### config.mk
export PLATFORM = sky130hd
export DESIGN_NAME = pid_controller_clamped_top
export DESIGN_NICKNAME = d
export VERILOG_FILES = /design/src/rtl/pcc_pkg.sv /design/src/rtl/pcc_div.sv /design/src/rtl/pcc_dp.sv /design/src/rtl/pcc_ctrl.sv /design/src/rtl/pid_controller_clamped_top.sv
export SDC_FILE = /design/constraint.sdc
export NUM_CORES = 2
export LEC_CHECK = 0
export BUFFER_PORTS_ARGS = -buffer_cell sky130_fd_sc_hd__buf_4
export CORE_MARGIN = 2
export CORE_UTILIZATION = 55
export DETAILED_ROUTE_END_ITERATION = 8
export GPL_TIMING_DRIVEN = 0
export PLACE_DENSITY = 0.73
export SKIP_CTS_REPAIR_TIMING = 1
export SLEW_MARGIN = 10
export SYNTH_ARGS = -nofsm -noshare
export SYNTH_HDL_FRONTEND = slang
export SYNTH_SLANG_ARGS = --single-unit
export TNS_END_PERCENT = 50
### constraint.sdc
create_clock -name clk -period 12.5 [get_ports clk]
set_input_delay 1.25 -clock clk [delete_from_list [all_inputs] [get_ports clk]]
set_output_delay 1.25 -clock clk [all_outputs]
set_load 0.005 [all_outputs]
### src/rtl/pcc_pkg.sv
package pcc_pkg;

  // Word format: signed fixed point, FRAC_BITS fraction bits
  localparam int WORD_BITS  = 32;
  localparam int FRAC_BITS  = 16;

  // Error is kept exact in one extra bit, error differences in two
  localparam int ERR_W      = WORD_BITS + 1;
  localparam int DIFF_W     = WORD_BITS + 2;
  localparam int MAG_W      = WORD_BITS + 1;
  localparam int QBITS      = WORD_BITS - 1;
  localparam int LIMIT_W    = WORD_BITS - 1;
  localparam int PROD_W     = ERR_W + WORD_BITS;

  // Stream and configuration port widths
  localparam int CFG_ADDR_W = 3;
  localparam int S_TDATA_W  = ((2 * WORD_BITS + 7) / 8) * 8;
  localparam int M_TDATA_W  = ((WORD_BITS + 7) / 8) * 8;

  localparam logic [WORD_BITS-1:0] WORD_MAX = {1'b0, {(WORD_BITS - 1){1'b1}}};
  localparam logic [WORD_BITS-1:0] WORD_MIN = {1'b1, {(WORD_BITS - 1){1'b0}}};

  // Request kinds carried in tuser
  localparam logic OP_STEP  = 1'b0;
  localparam logic OP_CLEAR = 1'b1;

  typedef enum logic [CFG_ADDR_W-1:0] {
    REG_KP,
    REG_KI,
    REG_KD,
    REG_OUT_MIN,
    REG_OUT_MAX,
    REG_INT_LIMIT,
    REG_SETPOINT,
    REG_ENABLE
  } cfg_reg_t;

  // Operand pairs for the shared fixed-point multiplier
  typedef enum logic [1:0] {
    MS_ERR_DT,
    MS_KP_ERR,
    MS_KI_INT,
    MS_KD_DER
  } mul_sel_t;

  typedef enum logic [3:0] {
    S_IDLE,
    S_DECIDE,
    S_MUL_I,
    S_MUL_P,
    S_MUL_KI,
    S_DIV_WAIT,
    S_MUL_D,
    S_SUM,
    S_CLAMP,
    S_OUT,
    S_OUT_HELD
  } state_t;

  typedef struct packed {
    logic     in_load;
    logic     clear_loop;
    logic     mul_load;
    mul_sel_t mul_sel;
    logic     div_start;
    logic     int_update;
    logic     p_store;
    logic     i_store;
    logic     d_store;
    logic     sum_store;
    logic     clamp_store;
    logic     out_load;
    logic     out_held;
  } ctrl_cmd_t;

  typedef struct packed {
    logic op_clear;
    logic hold;
    logic div_done;
    logic out_free;
  } ctrl_stat_t;

endpackage

### src/rtl/pcc_div.sv
module pcc_div (
  input  logic                           clk,
  input  logic                           rst,
  input  logic                           start,
  input  logic [pcc_pkg::MAG_W-1:0]      mag,
  input  logic                           neg,
  input  logic [pcc_pkg::QBITS-1:0]      divisor,
  output logic                           done,
  output logic [pcc_pkg::WORD_BITS-1:0]  quot
);
  import pcc_pkg::*;

  localparam int NUM_W = MAG_W + FRAC_BITS;
  localparam int HI_W  = NUM_W - QBITS;
  localparam int CW    = (HI_W > QBITS) ? HI_W : QBITS;
  localparam int CNT_W = $clog2(QBITS + 1);

  logic [NUM_W-1:0]  num;
  logic [HI_W-1:0]   hi;
  logic [CW-1:0]     hi_ext;
  logic [CW-1:0]     dv_ext;
  logic              too_big;

  logic              busy;
  logic [CNT_W-1:0]  cnt;
  logic [QBITS-1:0]  rem;
  logic [QBITS-1:0]  lo;
  logic [QBITS-1:0]  q;
  logic [QBITS-1:0]  dv;
  logic              sat;
  logic              qneg;

  logic [QBITS:0]    trial;
  logic [QBITS:0]    trial_sub;
  logic              fits;
  logic [WORD_BITS-1:0] qext;

  // Dividend is |diff| scaled up by the fraction bits
  assign num     = {mag, {FRAC_BITS{1'b0}}};
  assign hi      = num[NUM_W-1:QBITS];
  assign hi_ext  = CW'(hi);
  assign dv_ext  = CW'(divisor);
  // Quotient would not fit the word when the top part already reaches the divisor
  assign too_big = (hi_ext >= dv_ext);

  // One restoring step per cycle
  assign trial     = {rem, lo[QBITS-1]};
  assign trial_sub = trial - {1'b0, dv};
  assign fits      = (trial >= {1'b0, dv});

  always_ff @(posedge clk) begin
    if (rst) begin
      busy <= 1'b0;
      done <= 1'b0;
      cnt  <= '0;
    end else if (start) begin
      busy <= !too_big;
      done <= too_big;
      cnt  <= CNT_W'(QBITS);
    end else if (busy) begin
      cnt <= cnt - 1'b1;
      if (cnt == CNT_W'(1)) begin
        busy <= 1'b0;
        done <= 1'b1;
      end
    end
  end

  always_ff @(posedge clk) begin
    if (start) begin
      rem  <= QBITS'(hi_ext);
      lo   <= num[QBITS-1:0];
      q    <= '0;
      dv   <= divisor;
      sat  <= too_big;
      qneg <= neg;
    end else if (busy) begin
      rem <= fits ? trial_sub[QBITS-1:0] : trial[QBITS-1:0];
      lo  <= lo << 1;
      q   <= {q[QBITS-2:0], fits};
    end
  end

  // Signed, saturated quotient
  assign qext = {1'b0, q};
  always_comb begin
    if (sat) begin
      quot = qneg ? WORD_MIN : WORD_MAX;
    end else begin
      quot = qneg ? (-qext) : qext;
    end
  end

  a_done_not_busy: assert property (@(posedge clk) disable iff (rst) done |-> !busy)
    else $error("divider flags done while still iterating");

endmodule

### src/rtl/pcc_dp.sv
module pcc_dp (
  input  logic                              clk,
  input  logic                              rst,
  input  pcc_pkg::ctrl_cmd_t                cmd,
  output pcc_pkg::ctrl_stat_t               status,
  input  logic [pcc_pkg::S_TDATA_W-1:0]     s_axis_tdata,
  input  logic                              s_axis_tuser,
  output logic                              m_axis_tvalid,
  input  logic                              m_axis_tready,
  output logic [pcc_pkg::M_TDATA_W-1:0]     m_axis_tdata,
  output logic                              m_axis_tuser,
  input  logic                              cfg_we,
  input  logic [pcc_pkg::CFG_ADDR_W-1:0]    cfg_addr,
  input  logic [pcc_pkg::WORD_BITS-1:0]     cfg_data
);
  import pcc_pkg::*;

  localparam int W = WORD_BITS;

  // Configuration registers
  logic [W-1:0]       kp, ki, kd, out_min, out_max, setpoint;
  logic [LIMIT_W-1:0] int_limit;
  logic               enable;
  logic               cfg_clear;

  // Loop state
  logic [W-1:0]       integral;
  logic [ERR_W-1:0]   last_error;
  logic [W-1:0]       drive_value;

  // Request holding registers
  logic               opcode;
  logic [ERR_W-1:0]   err;
  logic [W-1:0]       dt;
  logic [W-1:0]       meas;
  logic [W-1:0]       step_in;

  // Multiplier
  logic [ERR_W-1:0]   mul_a;
  logic [W-1:0]       mul_b;
  logic [ERR_W-1:0]   ua;
  logic [W-1:0]       ub;
  logic [PROD_W-1:0]  prod_c;
  logic [PROD_W-1:0]  prod;
  logic               pneg;
  logic               p_over;
  logic [W-1:0]       qm;
  logic [W-1:0]       mulq;

  // Partial terms
  logic [W-1:0]       p_term, i_term, d_term;
  logic [W-1:0]       sum_r;

  // Divider hookup
  logic [DIFF_W-1:0]  diff;
  logic [DIFF_W-1:0]  diff_abs;
  logic [W-1:0]       deriv;
  logic               div_done;

  // Integral and sum paths
  logic [W:0]         acc;
  logic [W:0]         lim_pos;
  logic [W:0]         lim_neg;
  logic [W-1:0]       acc_clamped;
  logic [W+1:0]       sum3;
  logic [W-1:0]       sum_sat;
  logic [W-1:0]       clamped;

  // Output register
  logic [W-1:0]       out_drive;
  logic               out_held;
  logic               out_valid;

  assign meas    = s_axis_tdata[W-1:0];
  assign step_in = s_axis_tdata[2*W-1:W];

  // Configuration writes; disabling the loop clears its state
  assign cfg_clear = cfg_we && (cfg_reg_t'(cfg_addr) == REG_ENABLE) && !cfg_data[0];

  always_ff @(posedge clk) begin
    if (rst) begin
      kp        <= '0;
      ki        <= '0;
      kd        <= '0;
      out_min   <= '0;
      out_max   <= '0;
      int_limit <= '0;
      setpoint  <= '0;
      enable    <= 1'b1;
    end else if (cfg_we) begin
      case (cfg_reg_t'(cfg_addr))
        REG_KP:        kp        <= cfg_data;
        REG_KI:        ki        <= cfg_data;
        REG_KD:        kd        <= cfg_data;
        REG_OUT_MIN:   out_min   <= cfg_data;
        REG_OUT_MAX:   out_max   <= cfg_data;
        REG_INT_LIMIT: int_limit <= cfg_data[LIMIT_W-1:0];
        REG_SETPOINT:  setpoint  <= cfg_data;
        REG_ENABLE:    enable    <= cfg_data[0];
        default: ;
      endcase
    end
  end

  // Capture request; error is formed exactly in one extra bit
  always_ff @(posedge clk) begin
    if (cmd.in_load) begin
      opcode <= s_axis_tuser;
      dt     <= step_in;
      err    <= {setpoint[W-1], setpoint} - {meas[W-1], meas};
    end
  end

  assign status.op_clear = (opcode == OP_CLEAR);
  assign status.hold     = !enable || dt[W-1] || (dt == '0);
  assign status.div_done = div_done;
  assign status.out_free = !out_valid || m_axis_tready;

  // Shared multiplier: magnitudes in, sign kept aside
  always_comb begin
    case (cmd.mul_sel)
      MS_ERR_DT: begin
        mul_a = err;
        mul_b = dt;
      end
      MS_KP_ERR: begin
        mul_a = err;
        mul_b = kp;
      end
      MS_KI_INT: begin
        mul_a = {integral[W-1], integral};
        mul_b = ki;
      end
      MS_KD_DER: begin
        mul_a = {deriv[W-1], deriv};
        mul_b = kd;
      end
      default: begin
        mul_a = err;
        mul_b = dt;
      end
    endcase
  end

  assign ua     = mul_a[ERR_W-1] ? (-mul_a) : mul_a;
  assign ub     = mul_b[W-1] ? (-mul_b) : mul_b;
  assign prod_c = ua * ub;

  always_ff @(posedge clk) begin
    if (cmd.mul_load) begin
      prod <= prod_c;
      pneg <= mul_a[ERR_W-1] ^ mul_b[W-1];
    end
  end

  // Drop fraction bits (toward zero) and saturate
  assign p_over = |prod[PROD_W-1:FRAC_BITS+W-1];
  assign qm     = {1'b0, prod[FRAC_BITS+W-2:FRAC_BITS]};
  always_comb begin
    if (p_over) begin
      mulq = pneg ? WORD_MIN : WORD_MAX;
    end else begin
      mulq = pneg ? (-qm) : qm;
    end
  end

  // Integral accumulate and clamp to +-limit
  assign acc     = {integral[W-1], integral} + {mulq[W-1], mulq};
  assign lim_pos = {2'b00, int_limit};
  assign lim_neg = -lim_pos;
  always_comb begin
    if ($signed(acc) > $signed(lim_pos)) begin
      acc_clamped = lim_pos[W-1:0];
    end else if ($signed(acc) < $signed(lim_neg)) begin
      acc_clamped = lim_neg[W-1:0];
    end else begin
      acc_clamped = acc[W-1:0];
    end
  end

  // Error change for the derivative
  assign diff     = {err[ERR_W-1], err} - {last_error[ERR_W-1], last_error};
  assign diff_abs = diff[DIFF_W-1] ? (-diff) : diff;

  pcc_div u_div (
    .clk     (clk),
    .rst     (rst),
    .start   (cmd.div_start),
    .mag     (diff_abs[MAG_W-1:0]),
    .neg     (diff[DIFF_W-1]),
    .divisor (dt[QBITS-1:0]),
    .done    (div_done),
    .quot    (deriv)
  );

  // P + I + D, saturated to the word
  assign sum3 = {{2{p_term[W-1]}}, p_term} + {{2{i_term[W-1]}}, i_term}
              + {{2{d_term[W-1]}}, d_term};
  always_comb begin
    if ($signed(sum3) > $signed({2'b00, WORD_MAX})) begin
      sum_sat = WORD_MAX;
    end else if ($signed(sum3) < $signed({2'b11, WORD_MIN})) begin
      sum_sat = WORD_MIN;
    end else begin
      sum_sat = sum3[W-1:0];
    end
  end

  // Output clamp, upper limit tested first
  always_comb begin
    if ($signed(sum_r) > $signed(out_max)) begin
      clamped = out_max;
    end else if ($signed(sum_r) < $signed(out_min)) begin
      clamped = out_min;
    end else begin
      clamped = sum_r;
    end
  end

  always_ff @(posedge clk) begin
    if (cmd.p_store)   p_term <= mulq;
    if (cmd.i_store)   i_term <= mulq;
    if (cmd.d_store)   d_term <= mulq;
    if (cmd.sum_store) sum_r  <= sum_sat;
  end

  // Loop state
  always_ff @(posedge clk) begin
    if (rst || cfg_clear || cmd.clear_loop) begin
      integral    <= '0;
      last_error  <= '0;
      drive_value <= '0;
    end else begin
      if (cmd.int_update) begin
        integral <= acc_clamped;
      end
      if (cmd.clamp_store) begin
        drive_value <= clamped;
        last_error  <= err;
      end
    end
  end

  // Output register
  always_ff @(posedge clk) begin
    if (rst) begin
      out_valid <= 1'b0;
    end else if (cmd.out_load) begin
      out_valid <= 1'b1;
    end else if (m_axis_tready) begin
      out_valid <= 1'b0;
    end
  end

  always_ff @(posedge clk) begin
    if (cmd.out_load) begin
      out_drive <= drive_value;
      out_held  <= cmd.out_held;
    end
  end

  assign m_axis_tvalid = out_valid;
  assign m_axis_tdata  = M_TDATA_W'(out_drive);
  assign m_axis_tuser  = out_held;

endmodule

### src/rtl/pcc_ctrl.sv
module pcc_ctrl (
  input  logic                 clk,
  input  logic                 rst,
  input  logic                 s_axis_tvalid,
  output logic                 s_axis_tready,
  input  pcc_pkg::ctrl_stat_t  status,
  output pcc_pkg::ctrl_cmd_t   cmd
);
  import pcc_pkg::*;

  state_t state;
  state_t state_next;

  always_ff @(posedge clk) begin
    if (rst) begin
      state <= S_IDLE;
    end else begin
      state <= state_next;
    end
  end

  // Next state
  always_comb begin
    state_next = state;
    case (state)
      S_IDLE: begin
        if (s_axis_tvalid) state_next = S_DECIDE;
      end
      S_DECIDE: begin
        if (status.op_clear || status.hold) begin
          state_next = S_OUT_HELD;
        end else begin
          state_next = S_MUL_I;
        end
      end
      S_MUL_I:    state_next = S_MUL_P;
      S_MUL_P:    state_next = S_MUL_KI;
      S_MUL_KI:   state_next = S_DIV_WAIT;
      S_DIV_WAIT: begin
        if (status.div_done) state_next = S_MUL_D;
      end
      S_MUL_D:    state_next = S_SUM;
      S_SUM:      state_next = S_CLAMP;
      S_CLAMP:    state_next = S_OUT;
      S_OUT, S_OUT_HELD: begin
        if (status.out_free) state_next = S_IDLE;
      end
      default:    state_next = S_IDLE;
    endcase
  end

  // Datapath commands
  always_comb begin
    cmd = '0;
    cmd.mul_sel = MS_ERR_DT;
    s_axis_tready = 1'b0;
    case (state)
      S_IDLE: begin
        s_axis_tready = 1'b1;
        cmd.in_load   = s_axis_tvalid;
      end
      S_DECIDE: begin
        if (status.op_clear) begin
          cmd.clear_loop = 1'b1;
        end else if (!status.hold) begin
          cmd.mul_load  = 1'b1;
          cmd.mul_sel   = MS_ERR_DT;
          cmd.div_start = 1'b1;
        end
      end
      S_MUL_I: begin
        cmd.int_update = 1'b1;
        cmd.mul_load   = 1'b1;
        cmd.mul_sel    = MS_KP_ERR;
      end
      S_MUL_P: begin
        cmd.p_store  = 1'b1;
        cmd.mul_load = 1'b1;
        cmd.mul_sel  = MS_KI_INT;
      end
      S_MUL_KI: begin
        cmd.i_store = 1'b1;
      end
      S_DIV_WAIT: begin
        cmd.mul_load = status.div_done;
        cmd.mul_sel  = MS_KD_DER;
      end
      S_MUL_D: begin
        cmd.d_store = 1'b1;
      end
      S_SUM: begin
        cmd.sum_store = 1'b1;
      end
      S_CLAMP: begin
        cmd.clamp_store = 1'b1;
      end
      S_OUT: begin
        cmd.out_load = status.out_free;
      end
      S_OUT_HELD: begin
        cmd.out_load = status.out_free;
        cmd.out_held = 1'b1;
      end
      default: ;
    endcase
  end

  a_out_slot_free: assert property (@(posedge clk) disable iff (rst)
    cmd.out_load |-> status.out_free)
    else $error("result loaded while output register still occupied");

  a_deriv_ready: assert property (@(posedge clk) disable iff (rst)
    (cmd.mul_load && cmd.mul_sel == MS_KD_DER) |-> status.div_done)
    else $error("derivative product started before the quotient was ready");

  a_accept_decides: assert property (@(posedge clk) disable iff (rst)
    cmd.in_load |=> state == S_DECIDE)
    else $error("accepted request did not move to decode");

endmodule

### src/rtl/pid_controller_clamped_top.sv
// PID controller with integral clamp, signed Q16.16 arithmetic.
// Input stream: s_axis_tdata = {step_time, measured}, s_axis_tuser = opcode
// (0 = control step, 1 = clear loop state). Output stream: m_axis_tdata = drive,
// m_axis_tuser = held. Exactly one result per request, in order.
// Configuration: cfg_we/cfg_addr/cfg_data write kp, ki, kd, out_min, out_max,
// integral_limit, setpoint, enable (indexes 0..7); write only while idle.
// A clear or hold request goes from decode straight to the output register; a
// full control step runs the products and waits on the 31-step restoring
// divider for the derivative (it skips the steps when the quotient saturates).
// The four products share one multiplier.
// One request is worked at a time; s_axis_tready is high only while idle.
// A finished result sits in an output register, and the next request is taken
// while it waits; a stalled receiver stalls the block only once the next
// result is ready to be loaded.
// Reset (rst, synchronous) clears gains, limits and setpoint to zero, sets
// enable, and zeroes the integral, last error and drive.
module pid_controller_clamped_top (
  input  logic                              clk,
  input  logic                              rst,
  input  logic                              s_axis_tvalid,
  output logic                              s_axis_tready,
  // [31:0] measured, [63:32] step_time
  input  logic [pcc_pkg::S_TDATA_W-1:0]     s_axis_tdata,
  // [0] opcode
  input  logic                              s_axis_tuser,
  output logic                              m_axis_tvalid,
  input  logic                              m_axis_tready,
  // [31:0] drive
  output logic [pcc_pkg::M_TDATA_W-1:0]     m_axis_tdata,
  // [0] held
  output logic                              m_axis_tuser,
  input  logic                              cfg_we,
  input  logic [pcc_pkg::CFG_ADDR_W-1:0]    cfg_addr,
  input  logic [pcc_pkg::WORD_BITS-1:0]     cfg_data
);
  import pcc_pkg::*;

  ctrl_cmd_t  cmd;
  ctrl_stat_t status;

  pcc_ctrl u_ctrl (
    .clk           (clk),
    .rst           (rst),
    .s_axis_tvalid (s_axis_tvalid),
    .s_axis_tready (s_axis_tready),
    .status        (status),
    .cmd           (cmd)
  );

  pcc_dp u_dp (
    .clk           (clk),
    .rst           (rst),
    .cmd           (cmd),
    .status        (status),
    .s_axis_tdata  (s_axis_tdata),
    .s_axis_tuser  (s_axis_tuser),
    .m_axis_tvalid (m_axis_tvalid),
    .m_axis_tready (m_axis_tready),
    .m_axis_tdata  (m_axis_tdata),
    .m_axis_tuser  (m_axis_tuser),
    .cfg_we        (cfg_we),
    .cfg_addr      (cfg_addr),
    .cfg_data      (cfg_data)
  );

endmodule

Word level (Yosys, flattened, before mapping)
Index checks and enable logic that the tools add are counted.
Widths: inputs -> output; s select.
{ "classes": {"n_mux": 52, "n_reduce_logical": 32, "mul": 1, "n_addsub": 13, "order_cmp": 8, "n_div": 0, "n_eq_ne": 24, "shift": 0, "n_bitwise": 1} }
{ "ops": {"columns": ["op", "count"], "rows": [
  ["$mux 32", 12],
  ["$pmux 32 s4", 1],
  ["$pmux 33 s3", 1],
  ["$mux 31", 3],
  ["$add 32x32->33", 2],
  ["$mux 33", 2],
  ["$neg 33->33", 2],
  ["$mul 33x32->65", 1],
  ["$neg 31->32", 2],
  ["$pmux 4 s10", 1],
  ["$mux 18", 2],
  ["$add 34x34->34", 1],
  ["$gt 34x32->1 const B", 1],
  ["$lt 34x32->1 const B", 1],
  ["$sub 33x33->34", 1],
  ["$gt 33x32->1", 1],
  ["$lt 33x33->1", 1],
  ["$neg 31->33", 1],
  ["$sub 32x32->33", 1],
  ["$ge 32x31->1", 1],
  ["$gt 32x32->1", 1],
  ["$logic_not 32->1", 1],
  ["$lt 32x32->1", 1],
  ["$neg 32->32", 1],
  ["31 further kinds", 89]
]} }
{ "word_totals": {"memories": 0, "wordCells": 165, "rom_bits": 0, "latchBits": 0, "reg_bits": 736, "ram_bits": 0} }

Logic depth before layout (Yosys ltp)
{ "depth": {"word_depth": 12, "ltp_mapped": 46, "ltp_nobuf": 45} }

Cells and area by module
Synthesis repeated with hierarchy kept, for this count alone.
{ "hier_totals": {"hier_cells": 8521, "area_unflattened_um2": 77035.1} }
{ "modules_own_cells": {"columns": ["module", "instances", "seq_area_each_um2", "area_per_inst_um2", "cells_each"], "rows": [
  ["pcc_dp", 1, 14764.2, 68921.1, 7616],
  ["pcc_div", 1, 3002.9, 7693.6, 840],
  ["pcc_ctrl", 1, 80.1, 420.4, 65]
]} }

Worst setup path before layout
No wires, ideal clock.
{ "synth_path": {"path_type": "register -> register", "startpoint": "register u_ctrl.state[0]", "endpoint": "register u_dp.prod[64], data pin", "path_slack_ns": 0.753, "arrival_time_ns": 11.487, "path_stages_with_launch": 41, "setup_ns": 0.260, "path_buffers": 6, "period_less_slack_ns": 11.747, "cell_sequence": "dfxtp_1 > clkbuf_1 > and4bb_2 > clkbuf_1 > clkbuf_1 > buf_1 > clkbuf_1 > a22oi_1 > o21ai_1 > nor2_1 > a21oi_1 > xor2_1 > buf_2 > nor2_1 > fa_1 > fa_1 > inv_1 > fa_1 > [... 5 more ...] > inv_1 > fa_1 > inv_1 > ha_1 > and3_1 > and2_1 > a221o_1 > a221o_1 > a221o_1 > a21o_1 > a21oi_1 > o2111ai_1 > o2111ai_1 > a21boi_1 > o21a_1 > o21a_1 > nor2_1 > xnor2_1"} }
{ "synth_between": {"elab_chain_len": 8, "elab_cells_between_ends": 17} }
{ "synth_rtl": {"columns": ["item", "line", "rtl"], "rows": [
  ["start, declared", "pcc_ctrl.sv:11", "state_t state;"],
  ["start signal, assigned", "pcc_ctrl.sv:18", "state <= state_next;"],
  ["$eq 4x3->1, or another cell as far along", "pcc_ctrl.sv:57", "case (state)"],
  ["$pmux 3 s4 *", "pcc_ctrl.sv:57", null],
  ["$eq 2x1->1 / $logic_not 2->1 (equally long branches)", "pcc_dp.sv:121", "case (cmd.mul_sel)"],
  ["$reduce_or 2->1 (no line)", null, null],
  ["$pmux 33 s3", "pcc_dp.sv:121", null],
  ["$neg 33->33", "pcc_dp.sv:145", "assign ua = mul_a[ERR_W-1] ? (-mul_a) : mul_a;"],
  ["$mux 33", "pcc_dp.sv:145", null],
  ["$mul 33x32->65 *", "pcc_dp.sv:147", "assign prod_c = ua * ub;"],
  ["named net u_dp.prod_c[64]", "pcc_dp.sv:43", "logic [PROD_W-1:0] prod_c;"],
  ["end signal, assigned", "pcc_dp.sv:151", "prod <= prod_c;"],
  ["end, declared", "pcc_dp.sv:44", "logic [PROD_W-1:0] prod;"]
]} }
The timed path passes the listed nets; every way through them passes the cells marked *.
A chain may end at the register's enable or synchronous reset.

Worst setup path in the final report
Ends and elaborated chain as after synthesis.

==> impl_metrics.tcl <==
set metrics [dict create \
    cp_slowest_stage_delay_ns 0.76 \
    synthArstFlopShare 0 \
    cts_buffers 84 \
    ys_types 107 \
    synthesis.instances 8822 \
    worst_slack_ns 0.109 \
    vias 67290 \
    dieWidth_um 378 \
    coreArea_um2 139000 \
    first_iter_violations 6963 \
    cp_slowest_cell "a222oi_1" \
    tritoncts "built" \
    cap_violations 0 \
    io_pins 140 \
    dpl-instance-area_um2 80900 \
    gr-usage-met2 0.613 \
    setup-violations-final 0 \
    path_common_cell "fa_1" \
    critPathArrivalTime_ns 12.84 \
    drt_pre_antenna_iters 9 \
    cts_htree_levels 3 \
    ys_warn_count 0 \
    grt_first_pass_wirelength_um 418000 \
    postRouteAntennaNets 0 \
    fin_crit_ns 12.39 \
    die_y_um 378 \
    largest_register_ffs 49 \
    path_clk_slew_ns 0.06 \
    synthToLayoutAreaGrowth_pct 11.7 \
    synth_edf_count 343 \
    io_buffers 136 \
    start_util 0.553 \
    wirelength_um 286000 \
    cts_root_buf "clkbuf_16" \
    layout.nets 10758 \
    grt_usage 0.398 \
    finClkSkew_ns 0.0675 \
    met1_usage 0.483 \
    grt_max_degree 53 \
    final_cell_area_um2 86000 \
    fp.dieArea_um2 143000 \
    grt_pass1_vias 66657 \
    route.detailed.drc 0 \
    worst_pin_slew_ns 1.27 \
    gp_congestion 1.06 \
    worst_setup_path_end_kind "flop" \
    grt_busiest_layer "met2" \
    drive_gt1_frac 0.0807 \
    drv_slew 0 \
    num_rows 137 \
    fmax_mhz 80.7 \
    max-slew-margin-rel 0.146 \
    hpwl_um 230000 \
    layout_commonest_cell "nand2_1" \
    fill_cells 12172 \
    hold_viol 0 \
    avgSynthCellArea_um2 8.73 \
    synth_top_flop_cell "dfxtp_1" \
    dp_slack_ns -1.57 \
    status "finished, final reports clean" \
    fin_util 0.618 \
    mostFrequentLayoutCells "nand2_1, inv_1, nor2_1, fa_1, a21oi_1" \
    seq_area_frac_synth 0.232 \
    gr-total-overflow 0 \
    clockBufferDepth 3 \
    viasPerCell 6.08 \
    cts_sinks 720 \
    path_max_fanout 14 \
    reg_top3 "u_dp.prod (49), u_dp.err (33), u_dp.last_error (33)" \
    clock_latency_ns 0.73 \
    worstSetupPathType "flop to flop" \
    wl_per_cell_um 25.8 \
    hold_class "flop to flop" \
    regMostFlops "u_dp.prod" \
    synth_nets 10464 \
    hold-worst-slack_ns 0.431 \
    ys_seq_elements 720 \
    syn-cell-area_um2 77000 \
    period_share 0.991 \
    gr-usage-met3 0.0982 \
    antenna_found_initial 13 \
    start_kind "flop" \
    cp.required_ns 12.95 \
]
metal layers:
| layer | vias up | wire, um |
|---|---|---|
| li1 | 29501 | - |
| met1 | 33104 | 104000 |
| met2 | 3621 | 126000 |
| met3 | 1052 | 29800 |
| met4 | 12 | 26400 |
| met5 | - | 81 |
synth_stat cells, types with 92 or more instances:
master | n | area share
a21o_1 | 160 | 0.016
a21oi_1 | 639 | 0.042
clkbuf_1 | 378 | 0.018
dfxtp_1 | 377 | 0.098
edfxtp_1 | 343 | 0.13
fa_1 | 931 | 0.24
ha_1 | 606 | 0.099
inv_1 | 1197 | 0.058
mux2i_1 | 92 | 0.012
nand2_1 | 1294 | 0.063
nand2b_1 | 98 | 0.0080
nor2_1 | 923 | 0.045
nor3_1 | 94 | 0.0061
o21ai_0 | 245 | 0.016
xnor2_1 | 230 | 0.026
xor2_1 | 142 | 0.016
kinds of logic (layout without fill, tap and decap cells):
group	Yosys count	in the layout	share of synthesized area
muxes	93	93	0.0121
adders and majority gates	1538	1538	0.341
and+or+nand+nor	2884	2884	0.162
buffers and inverters	1608	1970	0.0791
other	0	4	0
AOI/OAI and AO/OA	1605	1605	0.131
xor gates and xnor gates	374	374	0.0428
DFF	720	720	0.232
cell type report:
cell class,instances,area (um^2),share of cell area
multi-input cells,6494,54700,0.636
plain buffers,406,1840,0.0214
flip-flops and latches,720,17900,0.208
well taps,1876,2350,0.0273
clock inverters,51,647,0.00752
clock buffers,103,2240,0.0261
inverters,1200,4510,0.0524
repair buffers,210,1840,0.0214
diodes,4,10.0,0.000116
stage by stage:
| step | std cells | setup TNS [ns] |
|---|---|---|
| detailed placement | 10855 | -23.48 |
| finish | 11064 | 0 |
| global placement | 10834 | -67.68 |
| floorplan | 8822 | 0 |
| global route | 11060 | -0.310 |
| CTS | 11009 | -25.26 |
worst max-delay path, delay by kind of cell, from the launching register on:
family	cells	cell delay, ns
fa+ha+maj	9	4.38
simple gates	8	2.32
xor+xnor	1	0.07
compound gates	11	3.03
buf+inv	8	2.00
flops	1	0.32
path summary, 6_finish.rpt:
path,to,slack [ns],cells after the start,startpoint
worst max-delay path,u_dp.prod[64],0.11,37,u_ctrl.state[0]
worst min-delay path,u_dp.m_axis_tdata[6],0.43,0,u_dp.drive_value[6]
worst max register to register,u_dp.prod[64],0.11,37,u_ctrl.state[0]
worst min register to register,u_dp.m_axis_tdata[6],0.43,0,u_dp.drive_value[6]
Power is not shown: default switching activity piles up to over one toggle a cycle in this logic, so the estimate is an artifact.
